==> config.mk <==
export PLATFORM = sky130hd
export DESIGN_NAME = sir_lattice_update_step
export DESIGN_NICKNAME = d
export VERILOG_FILES = /design/src/sv/sirlat_pkg.sv /design/src/sv/sirlat_ctrl.sv /design/src/sv/sirlat_dp.sv /design/src/sv/sir_lattice_update_step.sv
export SDC_FILE = /design/constraint.sdc
export NUM_CORES = 2
export LEC_CHECK = 0
export BUFFER_PORTS_ARGS = -buffer_cell sky130_fd_sc_hd__buf_4
export CORE_MARGIN = 2
export CORE_UTILIZATION = 60
export DETAILED_ROUTE_END_ITERATION = 12
export GPL_ROUTABILITY_DRIVEN = 0
export PLACE_DENSITY = 0.76
export SLEW_MARGIN = 20
export SYNTH_ARGS = -nofsm -noshare
export SYNTH_HDL_FRONTEND = slang
export SYNTH_HIERARCHICAL = 1
export SYNTH_SLANG_ARGS = --single-unit
==> constraint.sdc <==
create_clock -name clk -period 136.4 [get_ports clk]
set_clock_uncertainty 0.05 [all_clocks]
set_input_delay 27.28 -clock clk [delete_from_list [all_inputs] [get_ports clk]]
set_output_delay 27.28 -clock clk [all_outputs]
set_load 0.02 [all_outputs]
==> src/sv/sirlat_pkg.sv <==
// Shared types and constants for the SIR lattice update block.
`timescale 1ns / 1ps

package sirlat_pkg;

  // Cell states
  localparam logic [1:0] CELL_SUSC = 2'd0;
  localparam logic [1:0] CELL_INF  = 2'd1;
  localparam logic [1:0] CELL_REC  = 2'd2;

  // Request types
  localparam logic REQ_UPDATE = 1'b0;
  localparam logic REQ_READ   = 1'b1;

  // Neighbour directions
  localparam logic [1:0] DIR_ROW_INC = 2'd0;
  localparam logic [1:0] DIR_ROW_DEC = 2'd1;
  localparam logic [1:0] DIR_COL_INC = 2'd2;
  localparam logic [1:0] DIR_COL_DEC = 2'd3;

  // Read slots: the four neighbours by direction, then the active cell
  localparam logic [2:0] SLOT_ACT = 3'd4;

  // Result count field
  localparam int unsigned COUNT_W = 11;
  localparam logic [COUNT_W-1:0] COUNT_MAX = '1;

  localparam logic [15:0] RECOVERY_RATE_RST = 16'd8880;

  typedef struct packed {
    logic       clr_we;    // clearing pass write
    logic       latch_in;  // capture input fields
    logic       rd_en;     // lattice read
    logic [2:0] rd_sel;    // slot being read
    logic       cap_en;    // capture neighbour read data
    logic [1:0] cap_sel;   // neighbour slot captured
    logic       eval;      // compute new states and count
    logic       wr_act;    // write back active cell
    logic       wr_nb;     // write back chosen neighbour
    logic       load_out;  // load result register
  } ctrl_cmd_t;

  typedef struct packed {
    logic clr_done;
    logic is_read;
  } dp_stat_t;

endpackage

==> src/sv/sirlat_ctrl.sv <==
// Controller state machine for the SIR lattice update block.
`timescale 1ns / 1ps

module sirlat_ctrl (
  input  logic                 clk,
  input  logic                 rst_n,
  input  logic                 in_valid,
  output logic                 in_ready,
  output logic                 out_valid,
  input  logic                 out_ready,
  input  sirlat_pkg::dp_stat_t stat,
  output sirlat_pkg::ctrl_cmd_t cmd
);

  typedef enum logic [6:0] {
    S_CLR    = 7'b0000001,
    S_IDLE   = 7'b0000010,
    S_RD     = 7'b0000100,
    S_EVAL   = 7'b0001000,
    S_WR_ACT = 7'b0010000,
    S_WR_NB  = 7'b0100000,
    S_FIN    = 7'b1000000
  } state_t;

  state_t     state_r, state_nxt;
  logic [2:0] rd_cnt_r, rd_cnt_nxt;
  logic       out_valid_r, out_valid_nxt;

  always_comb begin
    state_nxt     = state_r;
    rd_cnt_nxt    = rd_cnt_r;
    cmd           = '0;
    in_ready      = 1'b0;
    case (state_r)
      S_CLR: begin
        cmd.clr_we = 1'b1;
        if (stat.clr_done) begin
          state_nxt = S_IDLE;
        end
      end
      S_IDLE: begin
        in_ready = 1'b1;
        if (in_valid) begin
          cmd.latch_in = 1'b1;
          rd_cnt_nxt   = 3'd0;
          state_nxt    = S_RD;
        end
      end
      S_RD: begin
        cmd.rd_en   = 1'b1;
        cmd.rd_sel  = rd_cnt_r;
        // read data arrives in the cycle after its address
        cmd.cap_en  = (rd_cnt_r != 3'd0);
        cmd.cap_sel = 2'(rd_cnt_r - 3'd1);
        if (rd_cnt_r == sirlat_pkg::SLOT_ACT) begin
          state_nxt = S_EVAL;
        end else begin
          rd_cnt_nxt = rd_cnt_r + 3'd1;
        end
      end
      S_EVAL: begin
        cmd.eval  = 1'b1;
        state_nxt = stat.is_read ? S_FIN : S_WR_ACT;
      end
      S_WR_ACT: begin
        cmd.wr_act = 1'b1;
        state_nxt  = S_WR_NB;
      end
      S_WR_NB: begin
        cmd.wr_nb = 1'b1;
        state_nxt = S_FIN;
      end
      S_FIN: begin
        if (!out_valid_r || out_ready) begin
          cmd.load_out = 1'b1;
          state_nxt    = S_IDLE;
        end
      end
      default: begin
        state_nxt = S_CLR;
      end
    endcase
  end

  always_comb begin
    if (cmd.load_out) begin
      out_valid_nxt = 1'b1;
    end else if (out_ready) begin
      out_valid_nxt = 1'b0;
    end else begin
      out_valid_nxt = out_valid_r;
    end
  end

  assign out_valid = out_valid_r;

  always_ff @(posedge clk) begin
    if (!rst_n) begin
      state_r     <= S_CLR;
      rd_cnt_r    <= 3'd0;
      out_valid_r <= 1'b0;
    end else begin
      state_r     <= state_nxt;
      rd_cnt_r    <= rd_cnt_nxt;
      out_valid_r <= out_valid_nxt;
    end
  end

endmodule

==> src/sv/sirlat_dp.sv <==
// Datapath: lattice memory, address generation, update rules and result register.
`timescale 1ns / 1ps

module sirlat_dp #(
  parameter int ROWS = 32,
  parameter int COLS = 32
) (
  input  logic                  clk,
  input  logic                  rst_n,
  input  sirlat_pkg::ctrl_cmd_t cmd,
  output sirlat_pkg::dp_stat_t  stat,
  input  logic                  in_req_type,
  input  logic [4:0]            in_cell_row,
  input  logic [4:0]            in_cell_col,
  input  logic [1:0]            in_direction,
  input  logic [15:0]           in_draw_infect,
  input  logic [15:0]           in_draw_recover,
  input  logic                  cfg_we,
  input  logic [15:0]           cfg_wdata,
  output logic [1:0]            out_active_state,
  output logic [1:0]            out_neighbour_state,
  output logic [10:0]           out_infected_count,
  output logic                  out_epidemic_over
);

  localparam int DEPTH  = ROWS * COLS;
  localparam int RW     = $clog2(ROWS);
  localparam int CW     = $clog2(COLS);
  localparam int AW     = $clog2(DEPTH);
  localparam int CNTW   = $clog2(DEPTH + 1);
  localparam int SATW   = (CNTW > sirlat_pkg::COUNT_W) ? CNTW : sirlat_pkg::COUNT_W;
  localparam int CENTRE = (ROWS / 2) * COLS + (COLS / 2);

  logic [1:0]    mem [DEPTH];
  logic [1:0]    rdata_r;

  logic          req_r;
  logic [RW-1:0] row_r;
  logic [CW-1:0] col_r;
  logic [1:0]    dir_r;
  logic [15:0]   da_r, db_r;
  logic [15:0]   rr_r;

  logic [1:0]    nb_st_r [4];
  logic [1:0]    act_new_r, nb_new_r;
  logic [CNTW-1:0] cnt_r, cnt_nxt;
  logic [AW-1:0] clr_addr_r;

  logic [1:0]    out_act_r, out_nb_r;
  logic [sirlat_pkg::COUNT_W-1:0] out_cnt_r;
  logic          out_over_r;

  logic [RW-1:0] row_mod, row_inc, row_dec;
  logic [CW-1:0] col_mod, col_inc, col_dec;
  logic [AW-1:0] rd_addr, act_addr, nb_addr, wr_addr;
  logic [1:0]    wr_data;
  logic          wr_en;

  function automatic logic [AW-1:0] cell_addr(input logic [RW-1:0] r, input logic [CW-1:0] c);
    return AW'(AW'(r) * AW'(COLS) + AW'(c));
  endfunction

  // Input coordinates wrap onto the lattice; narrow enough for a lookup
  always_comb begin
    row_mod = '0;
    col_mod = '0;
    for (int i = 0; i < 32; i++) begin
      if (in_cell_row == 5'(i)) row_mod = RW'(i % ROWS);
      if (in_cell_col == 5'(i)) col_mod = CW'(i % COLS);
    end
  end

  assign row_inc = (row_r == RW'(ROWS - 1)) ? '0 : row_r + RW'(1);
  assign row_dec = (row_r == '0) ? RW'(ROWS - 1) : row_r - RW'(1);
  assign col_inc = (col_r == CW'(COLS - 1)) ? '0 : col_r + CW'(1);
  assign col_dec = (col_r == '0) ? CW'(COLS - 1) : col_r - CW'(1);

  function automatic logic [AW-1:0] nb_addr_of(
    input logic [1:0] d, input logic [RW-1:0] r, input logic [CW-1:0] c,
    input logic [RW-1:0] ri, input logic [RW-1:0] rd,
    input logic [CW-1:0] ci, input logic [CW-1:0] cd
  );
    logic [AW-1:0] a;
    case (d)
      sirlat_pkg::DIR_ROW_INC: a = cell_addr(ri, c);
      sirlat_pkg::DIR_ROW_DEC: a = cell_addr(rd, c);
      sirlat_pkg::DIR_COL_INC: a = cell_addr(r, ci);
      default:                 a = cell_addr(r, cd);
    endcase
    return a;
  endfunction

  assign act_addr = cell_addr(row_r, col_r);
  assign nb_addr  = nb_addr_of(dir_r, row_r, col_r, row_inc, row_dec, col_inc, col_dec);
  assign rd_addr  = (cmd.rd_sel == sirlat_pkg::SLOT_ACT) ? act_addr :
                    nb_addr_of(cmd.rd_sel[1:0], row_r, col_r, row_inc, row_dec,
                               col_inc, col_dec);

  always_comb begin
    wr_en   = cmd.clr_we | cmd.wr_act | cmd.wr_nb;
    wr_addr = clr_addr_r;
    wr_data = (clr_addr_r == AW'(CENTRE)) ? sirlat_pkg::CELL_INF : sirlat_pkg::CELL_SUSC;
    if (cmd.wr_act) begin
      wr_addr = act_addr;
      wr_data = act_new_r;
    end else if (cmd.wr_nb) begin
      wr_addr = nb_addr;
      wr_data = nb_new_r;
    end
  end

  always_ff @(posedge clk) begin
    if (wr_en) begin
      mem[wr_addr] <= wr_data;
    end
    if (cmd.rd_en) begin
      rdata_r <= mem[rd_addr];
    end
  end

  // Update rules: infection of the active cell uses the states read; spread and recovery test its updated state
  logic [1:0]  act0, nb0, a1, nb1, a2;
  logic [2:0]  m;
  logic [16:0] beta;
  logic [19:0] beta_m;
  logic        p_inf, a_inf, rec;

  always_comb begin
    act0 = rdata_r;
    nb0  = nb_st_r[dir_r];
    m    = '0;
    for (int d = 0; d < 4; d++) begin
      m = m + 3'(nb_st_r[d] == sirlat_pkg::CELL_INF);
    end
    beta   = 17'h10000 - {1'b0, rr_r};
    beta_m = 20'(beta) * 20'(m);
    p_inf  = (act0 == sirlat_pkg::CELL_SUSC) && ({2'b00, da_r, 2'b00} < beta_m);
    a1     = p_inf ? sirlat_pkg::CELL_INF : act0;
    a_inf  = ({1'b0, da_r} < beta) && (a1 == sirlat_pkg::CELL_INF) &&
             (nb0 == sirlat_pkg::CELL_SUSC);
    nb1    = a_inf ? sirlat_pkg::CELL_INF : nb0;
    rec    = (db_r < rr_r) && (a1 == sirlat_pkg::CELL_INF);
    a2     = rec ? sirlat_pkg::CELL_REC : a1;
    cnt_nxt = cnt_r + CNTW'(p_inf) + CNTW'(a_inf) - CNTW'(rec);
  end

  logic [SATW-1:0] cnt_ext;
  assign cnt_ext = SATW'(cnt_r);

  always_ff @(posedge clk) begin
    if (cmd.latch_in) begin
      req_r <= in_req_type;
      row_r <= row_mod;
      col_r <= col_mod;
      dir_r <= in_direction;
      da_r  <= in_draw_infect;
      db_r  <= in_draw_recover;
    end
    if (cmd.cap_en) begin
      nb_st_r[cmd.cap_sel] <= rdata_r;
    end
    if (cmd.eval) begin
      if (req_r == sirlat_pkg::REQ_READ) begin
        act_new_r <= act0;
        nb_new_r  <= sirlat_pkg::CELL_SUSC;
      end else begin
        act_new_r <= a2;
        nb_new_r  <= nb1;
      end
    end
    if (cmd.load_out) begin
      out_act_r  <= act_new_r;
      out_nb_r   <= nb_new_r;
      out_cnt_r  <= (cnt_ext > SATW'(sirlat_pkg::COUNT_MAX)) ? sirlat_pkg::COUNT_MAX :
                    cnt_ext[sirlat_pkg::COUNT_W-1:0];
      out_over_r <= (cnt_r == '0);
    end
  end

  always_ff @(posedge clk) begin
    if (!rst_n) begin
      rr_r       <= sirlat_pkg::RECOVERY_RATE_RST;
      cnt_r      <= CNTW'(1);
      clr_addr_r <= '0;
    end else begin
      if (cfg_we) begin
        rr_r <= cfg_wdata;
      end
      if (cmd.eval && req_r == sirlat_pkg::REQ_UPDATE) begin
        cnt_r <= cnt_nxt;
      end
      if (cmd.clr_we && !stat.clr_done) begin
        clr_addr_r <= clr_addr_r + AW'(1);
      end
    end
  end

  assign stat.clr_done = (clr_addr_r == AW'(DEPTH - 1));
  assign stat.is_read  = (req_r == sirlat_pkg::REQ_READ);

  assign out_active_state    = out_act_r;
  assign out_neighbour_state = out_nb_r;
  assign out_infected_count  = out_cnt_r;
  assign out_epidemic_over   = out_over_r;

endmodule

==> src/sv/sir_lattice_update_step.sv <==
// Top level of the SIR lattice update block.
`timescale 1ns / 1ps

// Stochastic SIR epidemic on a ROWS x COLS torus with von Neumann neighbours.
// After reset the block sweeps the lattice memory once, one cell per cycle
// (in_ready low meanwhile), leaving every cell susceptible except the
// centre, which is infected. The lattice lives in one memory with a single
// read and a single write port, so the four neighbours and the active cell
// are read one per cycle, then the new states are computed, then for an
// update the active cell and the chosen neighbour are written back one per
// cycle; a read skips the write-back. The controller then loads the result
// in its finish state and returns to idle before accepting the next item; a
// result that cannot be loaded because the previous one is still unaccepted
// holds the controller in the finish state until it can be. Items are
// processed one at a time; a finished result waits in the output register
// while the next item is accepted. The recovery rate may be written at any
// time the block is idle.
module sir_lattice_update_step #(
  parameter int ROWS = 32,
  parameter int COLS = 32
) (
  input  logic        clk,
  input  logic        rst_n,
  input  logic        in_valid,
  output logic        in_ready,
  input  logic        in_req_type,
  input  logic [4:0]  in_cell_row,
  input  logic [4:0]  in_cell_col,
  input  logic [1:0]  in_direction,
  input  logic [15:0] in_draw_infect,
  input  logic [15:0] in_draw_recover,
  output logic        out_valid,
  input  logic        out_ready,
  output logic [1:0]  out_active_state,
  output logic [1:0]  out_neighbour_state,
  output logic [10:0] out_infected_count,
  output logic        out_epidemic_over,
  input  logic        cfg_we,
  input  logic [15:0] cfg_wdata
);

  sirlat_pkg::ctrl_cmd_t cmd;
  sirlat_pkg::dp_stat_t  stat;

  sirlat_ctrl u_ctrl (
    .clk       (clk),
    .rst_n     (rst_n),
    .in_valid  (in_valid),
    .in_ready  (in_ready),
    .out_valid (out_valid),
    .out_ready (out_ready),
    .stat      (stat),
    .cmd       (cmd)
  );

  sirlat_dp #(
    .ROWS (ROWS),
    .COLS (COLS)
  ) u_dp (
    .clk                 (clk),
    .rst_n               (rst_n),
    .cmd                 (cmd),
    .stat                (stat),
    .in_req_type         (in_req_type),
    .in_cell_row         (in_cell_row),
    .in_cell_col         (in_cell_col),
    .in_direction        (in_direction),
    .in_draw_infect      (in_draw_infect),
    .in_draw_recover     (in_draw_recover),
    .cfg_we              (cfg_we),
    .cfg_wdata           (cfg_wdata),
    .out_active_state    (out_active_state),
    .out_neighbour_state (out_neighbour_state),
    .out_infected_count  (out_infected_count),
    .out_epidemic_over   (out_epidemic_over)
  );

endmodule
Word-level counts from Yosys, hierarchy flattened
Memory sizes are Yosys's and may differ from the RTL's. A register that Yosys moved wholly into a read port is not among the register bits.
Index checks and enable logic that the tools add are counted.
{"block": "word_totals", "register_bits": 113, "mem_bits_rw": 2056, "in_bits": 66, "output_inout_bits": 18, "wordCells": 277, "mem_count": 2}
{"name": "u_dp.mem", "depth": 1024, "word_bits": 2, "rd": 1, "rd_clocked_by_memory_dff": 1, "write_ports": 1, "line_no": "sirlat_dp.sv:34", "text": "logic [1:0] mem [DEPTH];"}
{"name": "u_dp.nb_st_r", "depth": 4, "word_bits": 2, "rd": 5, "rd_clocked_by_memory_dff": 1, "write_ports": 1, "line_no": "sirlat_dp.sv:44", "text": "logic [1:0] nb_st_r [4];"}
{"block": "classes", "n_addsub": 19, "n_mul": 1, "n_lt_le_gt_ge": 4, "eq_ne": 89, "muxes": 102, "bitwise": 3, "n_reduce_logical": 30}
{"operator": "5-bit equality test, second input constant", "n": 34}
{"operator": "5-bit two-way mux", "n": 32}
{"operator": "5-bit by 4-bit equality test with 1-bit output, second input constant", "n": 16}
{"operator": "4-bit two-way mux", "n": 16}
{"operator": "10-bit one-hot mux with 3 select lines", "n": 2}
{"operator": "10-bit by 5-bit adder with 10-bit output", "n": 5}
{"operator": "7-bit one-hot mux with 7 select lines", "n": 1}
{"operator": "7-bit two-way mux", "n": 6}
{"operator": "5-bit by 3-bit equality test with 1-bit output, second input constant", "n": 8}
{"operator": "16-bit OR reduction", "n": 2}
{"operator": "10-bit two-way mux", "n": 3}
{"operator": "3-bit two-way mux", "n": 10}
{"operator": "11-bit by 1-bit adder with 11-bit output", "n": 2}
{"operator": "1-bit two-way mux", "n": 21}
{"operator": "10-bit equality test, second input constant", "n": 2}
{"operator": "5-bit by 2-bit equality test with 1-bit output, second input constant", "n": 4}
{"operator": "18-bit by 20-bit less-than comparator with 1-bit output", "n": 1}
{"operator": "17-bit by 3-bit multiplier with 20-bit output", "n": 1}
{"operator": "2-bit two-way mux", "n": 10}
{"operator": "16-bit by 17-bit less-than comparator with 1-bit output", "n": 1}
{"operator": "17-bit by 16-bit subtractor with 17-bit output, first input constant", "n": 1}
{"operator": "16-bit less-than comparator", "n": 1}
{"operator": "8-bit OR reduction", "n": 2}
{"operator": "2-bit by 1-bit equality test with 1-bit output, second input constant", "n": 7}
{"operator": "36 further kinds", "n": 60}

Logic depth before layout (Yosys ltp)
{"block": "depth", "word_depth": 31, "ltp_mapped": 43, "depth_no_buf": 41}

Cells and area by module
Netlist, hierarchy kept.
{"mod": "sirlat_dp", "n_inst": 1, "cells_each": 7746, "area_per_inst_um2": 97387.2, "seq_area_each_um2": 64531.9}
{"mod": "sirlat_ctrl", "n_inst": 1, "cells_each": 90, "area_per_inst_um2": 706.9, "seq_area_each_um2": 220.2}

Least setup slack after synthesis
No wires, ideal clock.
{"block": "synth_timing", "path_kind": "register -> register", "start": "reg u_ctrl.state_r[1]", "end": "mem u_dp.mem[0][1], data pin", "setup_ns": 8.128, "arrival_ns": 41.422, "setup_slack_ns": 86.800, "stages_incl_launch_ff": 9, "path_cell_list": "dfxtp_1 nor4_4 nand2b_2 or3b_1 inv_1 clkbuf_1 buf_1 nand2_1 o21ai_0"}
{"item": "start: declaration", "line_no": "sirlat_ctrl.sv:25", "text": "state_t state_r, state_nxt;"}
{"item": "start signal: assignment", "line_no": "sirlat_ctrl.sv:103", "text": "state_r <= state_nxt;"}
{"item": "end: declaration", "line_no": "sirlat_dp.sv:34"}

Worst setup path after layout
{"block": "layout_timing", "start": "reg u_ctrl.state_r[4]", "end": "out in_ready"}
{"block": "layout_via", "elab_chain_len": 2}
{"item": "7-bit by 2-bit equality test with 1-bit output", "line_no": "sirlat_ctrl.sv:34", "text": "case (state_r)"}
{"item": "1-bit two-way mux", "line_no": "sirlat_ctrl.sv:34"}
{"item": "end: declaration", "line_no": "sir_lattice_update_step.sv:25", "text": "output logic in_ready,"}
Every way passes these cells.

==> metrics.cfg <==
[synth]
syn-cell-area_um2 = 98090
async_flop_share_pct = 0
synth_edf_count = 2123
ys_seq_elements = 2173
yosysUniqueCellTypes = 95
avgSynthCellArea_um2 = 12.52
syn_nets = 8022
synthCells = 7836
synth_seq_area_share_pct = 66.01
yosys_warnings = 6
ys.flop_type = edfxtp_1

[floorplan]
die_area_um2 = 166700
die_x_um = 408.3
fp-row-count = 148
start_util_pct = 60.33
core_um2 = 162600
die_h_um = 408.3
ios = 84

[cells_and_area]
synthToLayoutAreaGrowth_pct = 8.896
fillCellCount = 11507
nNetsFinal = 7803
final_cell_mix = edfxtp_1 (2123), nor2_1 (1235), nand2_1 (979), nand3_1 (346), nor3_1 (344)
final_common_cell = edfxtp_1
drive_above_1_share_pct = 10.94
final_util_pct = 65.70

[critical_path]
path_max_fanout = 7
crit_arrival_ns = 2.06
crit_path_end_kind = output port
startpoint_type = flop
r2r_slack_ns = 126.41
rr_endpoint = u_dp/cnt_ext[10]$_SDFFE_PN0P_
crit_type = flop to output port
ff2ff_path_depth = 40
critPathRequiredTime_ns = 109.07
r2r-start = u_dp/nb_st_r[3][0]$_DFFE_PP_

[timing]
fin_ws_ns = 107.01
worstMarginPinSlew_ns = 1.893
finalSetupViolations = 0
min_period_ns = 29.39
final_max_slew_viol_count = 139
fmax_mhz = 34.03
relSlewSlack_pct = -26.18
rsz0062_at_grt = no
finalHoldViolations = 0
tns_ns = 0
fin_crit_sh_pct = 21.55

[global_routing]
grt.overflow.total = 0
grt_pass1_vias = 67302
grt_pass1_wl_um = 439400
antenna_found_initial = 21
grt_max_degree = 237
grt_usage_pct = 35.84

[power_and_ir_drop]
powerDensity_nw_per_um2 = 12.62
ir_drop_v = 0.00001296
cellLeakagePower_nw = 33.69

[clocking]
postCtsHoldBufs = 0
cts_inserted_buffers = 209
ctsLongestPathBuffers = 3
insertion_delay_ns = 0.90
cts_setup_buffers = 0
cts_tree = done
cts_resized = 0
root_buffer = clkbuf_16
htreeDepth = 4
clk_pin_slew_worst_paths_ns = 0.06
cts.sinks = 2173

[outcome]
status = finished, violations left
violations = max-slew violations

[place]
dp_slack_ns = 107.38
io_buffers = 83
hpwl_um = 165100

[route]
wirelength_um = 303300
ant_nets = 0
num_vias = 70242
viasPerCell = 7.033
drtIter0Drc = 12861
drc_errors = 0
wl_per_cell_um = 30.37
detail_route.first_pass.iterations = 10

[worst_hold_path]
min_path_cells = 0
holdPathEnd = u_dp/out_active_state[1]$_DFFE_PP_
hp-class = flop to flop
min_from = u_dp/act_new_r[1]$_DFFE_PP_

[flow_run]
max_cap_violations = 0

[layer usage]
layer	part of all wire [%]	wire length, µm	up-vias	GRT usage [%]
met2	44	132400	6009	52.44
met3	16	48270	1480	11.84
met5	0.089	270	-	0
li1	-	-	28795	-
met1	33	99730	33922	46.41
met4	7.5	22640	36	22.64
[cell usage after synthesis (all sizes together), types with 9 or more instances]
cell	n	area [µm²]
nor3	346	1732
o211ai	73	548.0
xnor2	32	280.3
xor2	9	78.83
o311ai	27	236.5
buf	266	1466
a2111oi	65	570.6
mux4	246	5653
a311oi	18	157.7
and3	66	412.9
a21boi	10	75.07
a21o	30	225.2
a211oi	52	390.4
nand2b	16	102.6
mux2i	50	500.5
or3	126	788.3
a31oi	74	462.9
dfxtp	50	1001
nor4	41	290.3
a221oi	39	341.6
o22ai	59	369.1
nand2	1028	3859
or4	12	91.34
o21ai	106	556.8
nor2	1244	4672
edfxtp	2123	63750
and2	23	143.9
a21oi	290	1451
clkbuf	404	1516
ha	101	1264
o31ai	92	690.7
inv	110	412.9
nand3	357	1792
nand4	43	269.0
o21bai	10	75.07
fa	19	380.4
o32ai	21	183.9
nor2b	40	250.2
[per-stage QoR]
step / total power, mW / cells / area [µm²] / hold slack [ns]
2_1_floorplan: 0.7702 / 7836 / 98090 / 0.3704
3_3_place_gp: 0.7964 / 9581 / 100200 / 0.4174
3_5_place_dp: 0.7977 / 9581 / 100200 / 0.4226
4_1_cts: 1.347 / 9972 / 106700 / 0.4363
5_1_grt: 1.376 / 9973 / 106800 / 0.4429
6_report: 1.348 / 9987 / 106800 / 0.4338
[power breakdown]
| part | internal (mW) | switching [mW] |
|---|---|---|
| clock | 0.308 | 0.253 |
| combinational | 0.0146 | 0.0471 |
| sequential | 0.724 | 0.00206 |
| total | 1.05 | 0.302 |
[worst max-delay path: stages (launching register included)]
cell and delay (ns):
dfxtp_1 0.37, nor3_1 0.39, and3_1 0.26, buf_4 0.15
[area by class of cell]
| cell class | count | area (µm²) | share of cell area [%] |
|---|---|---|---|
| Sequential cell | 2173 | 64750 | 60.62 |
| Inverter | 110 | 420.4 | 0.3936 |
| Timing Repair Buffer | 240 | 1992 | 1.865 |
| Clock buffer | 261 | 5446 | 5.099 |
| Tap cell | 2175 | 2721 | 2.548 |
| Multi-Input combinational cell | 4883 | 30360 | 28.42 |
| Antenna cell | 15 | 37.54 | 0.03514 |
| Clock inverter | 130 | 1092 | 1.023 |
[logic make-up after synthesis]
logic type	share of synthesized area [%]
xor gates and xnor gates	0.3661
buffers and inverters	3.462
AOI/OAI and AO/OA	7.208
muxes	6.319
adders and majority gates	1.676
and+or+nand+nor	14.96
DFF	66.01
[registers in the layout (all words and copies together), names as in the netlist, 8 cells and up, named ones only]
signal                   flops
u_dp/clr_addr_r             10
u_dp/cnt_ext                11
u_dp/da_r                   16
u_dp/db_r                   16
u_dp/mem                  2048
u_dp/nb_st_r                 8
u_dp/out_infected_count     11
u_dp/rr_r                   16
[how the worst max path moves through the flow]
stage               cells past startpoint                           start                  endpoint
floorplan                               8  u_ctrl/state_r[1]$_SDFFE_PN0P_  u_dp/mem[0][1]$_DFFE_PP_
global placement                        4                        in_valid                      flop
detailed placement                      4                        in_valid                      flop
CTS                                     3  u_ctrl/state_r[4]$_SDFFE_PN0P_                  in_ready
global route                            3  u_ctrl/state_r[4]$_SDFFE_PN0P_                  in_ready
finish                                  3  u_ctrl/state_r[4]$_SDFFE_PN0P_                  in_ready
Power figures use the tool's default switching activity.
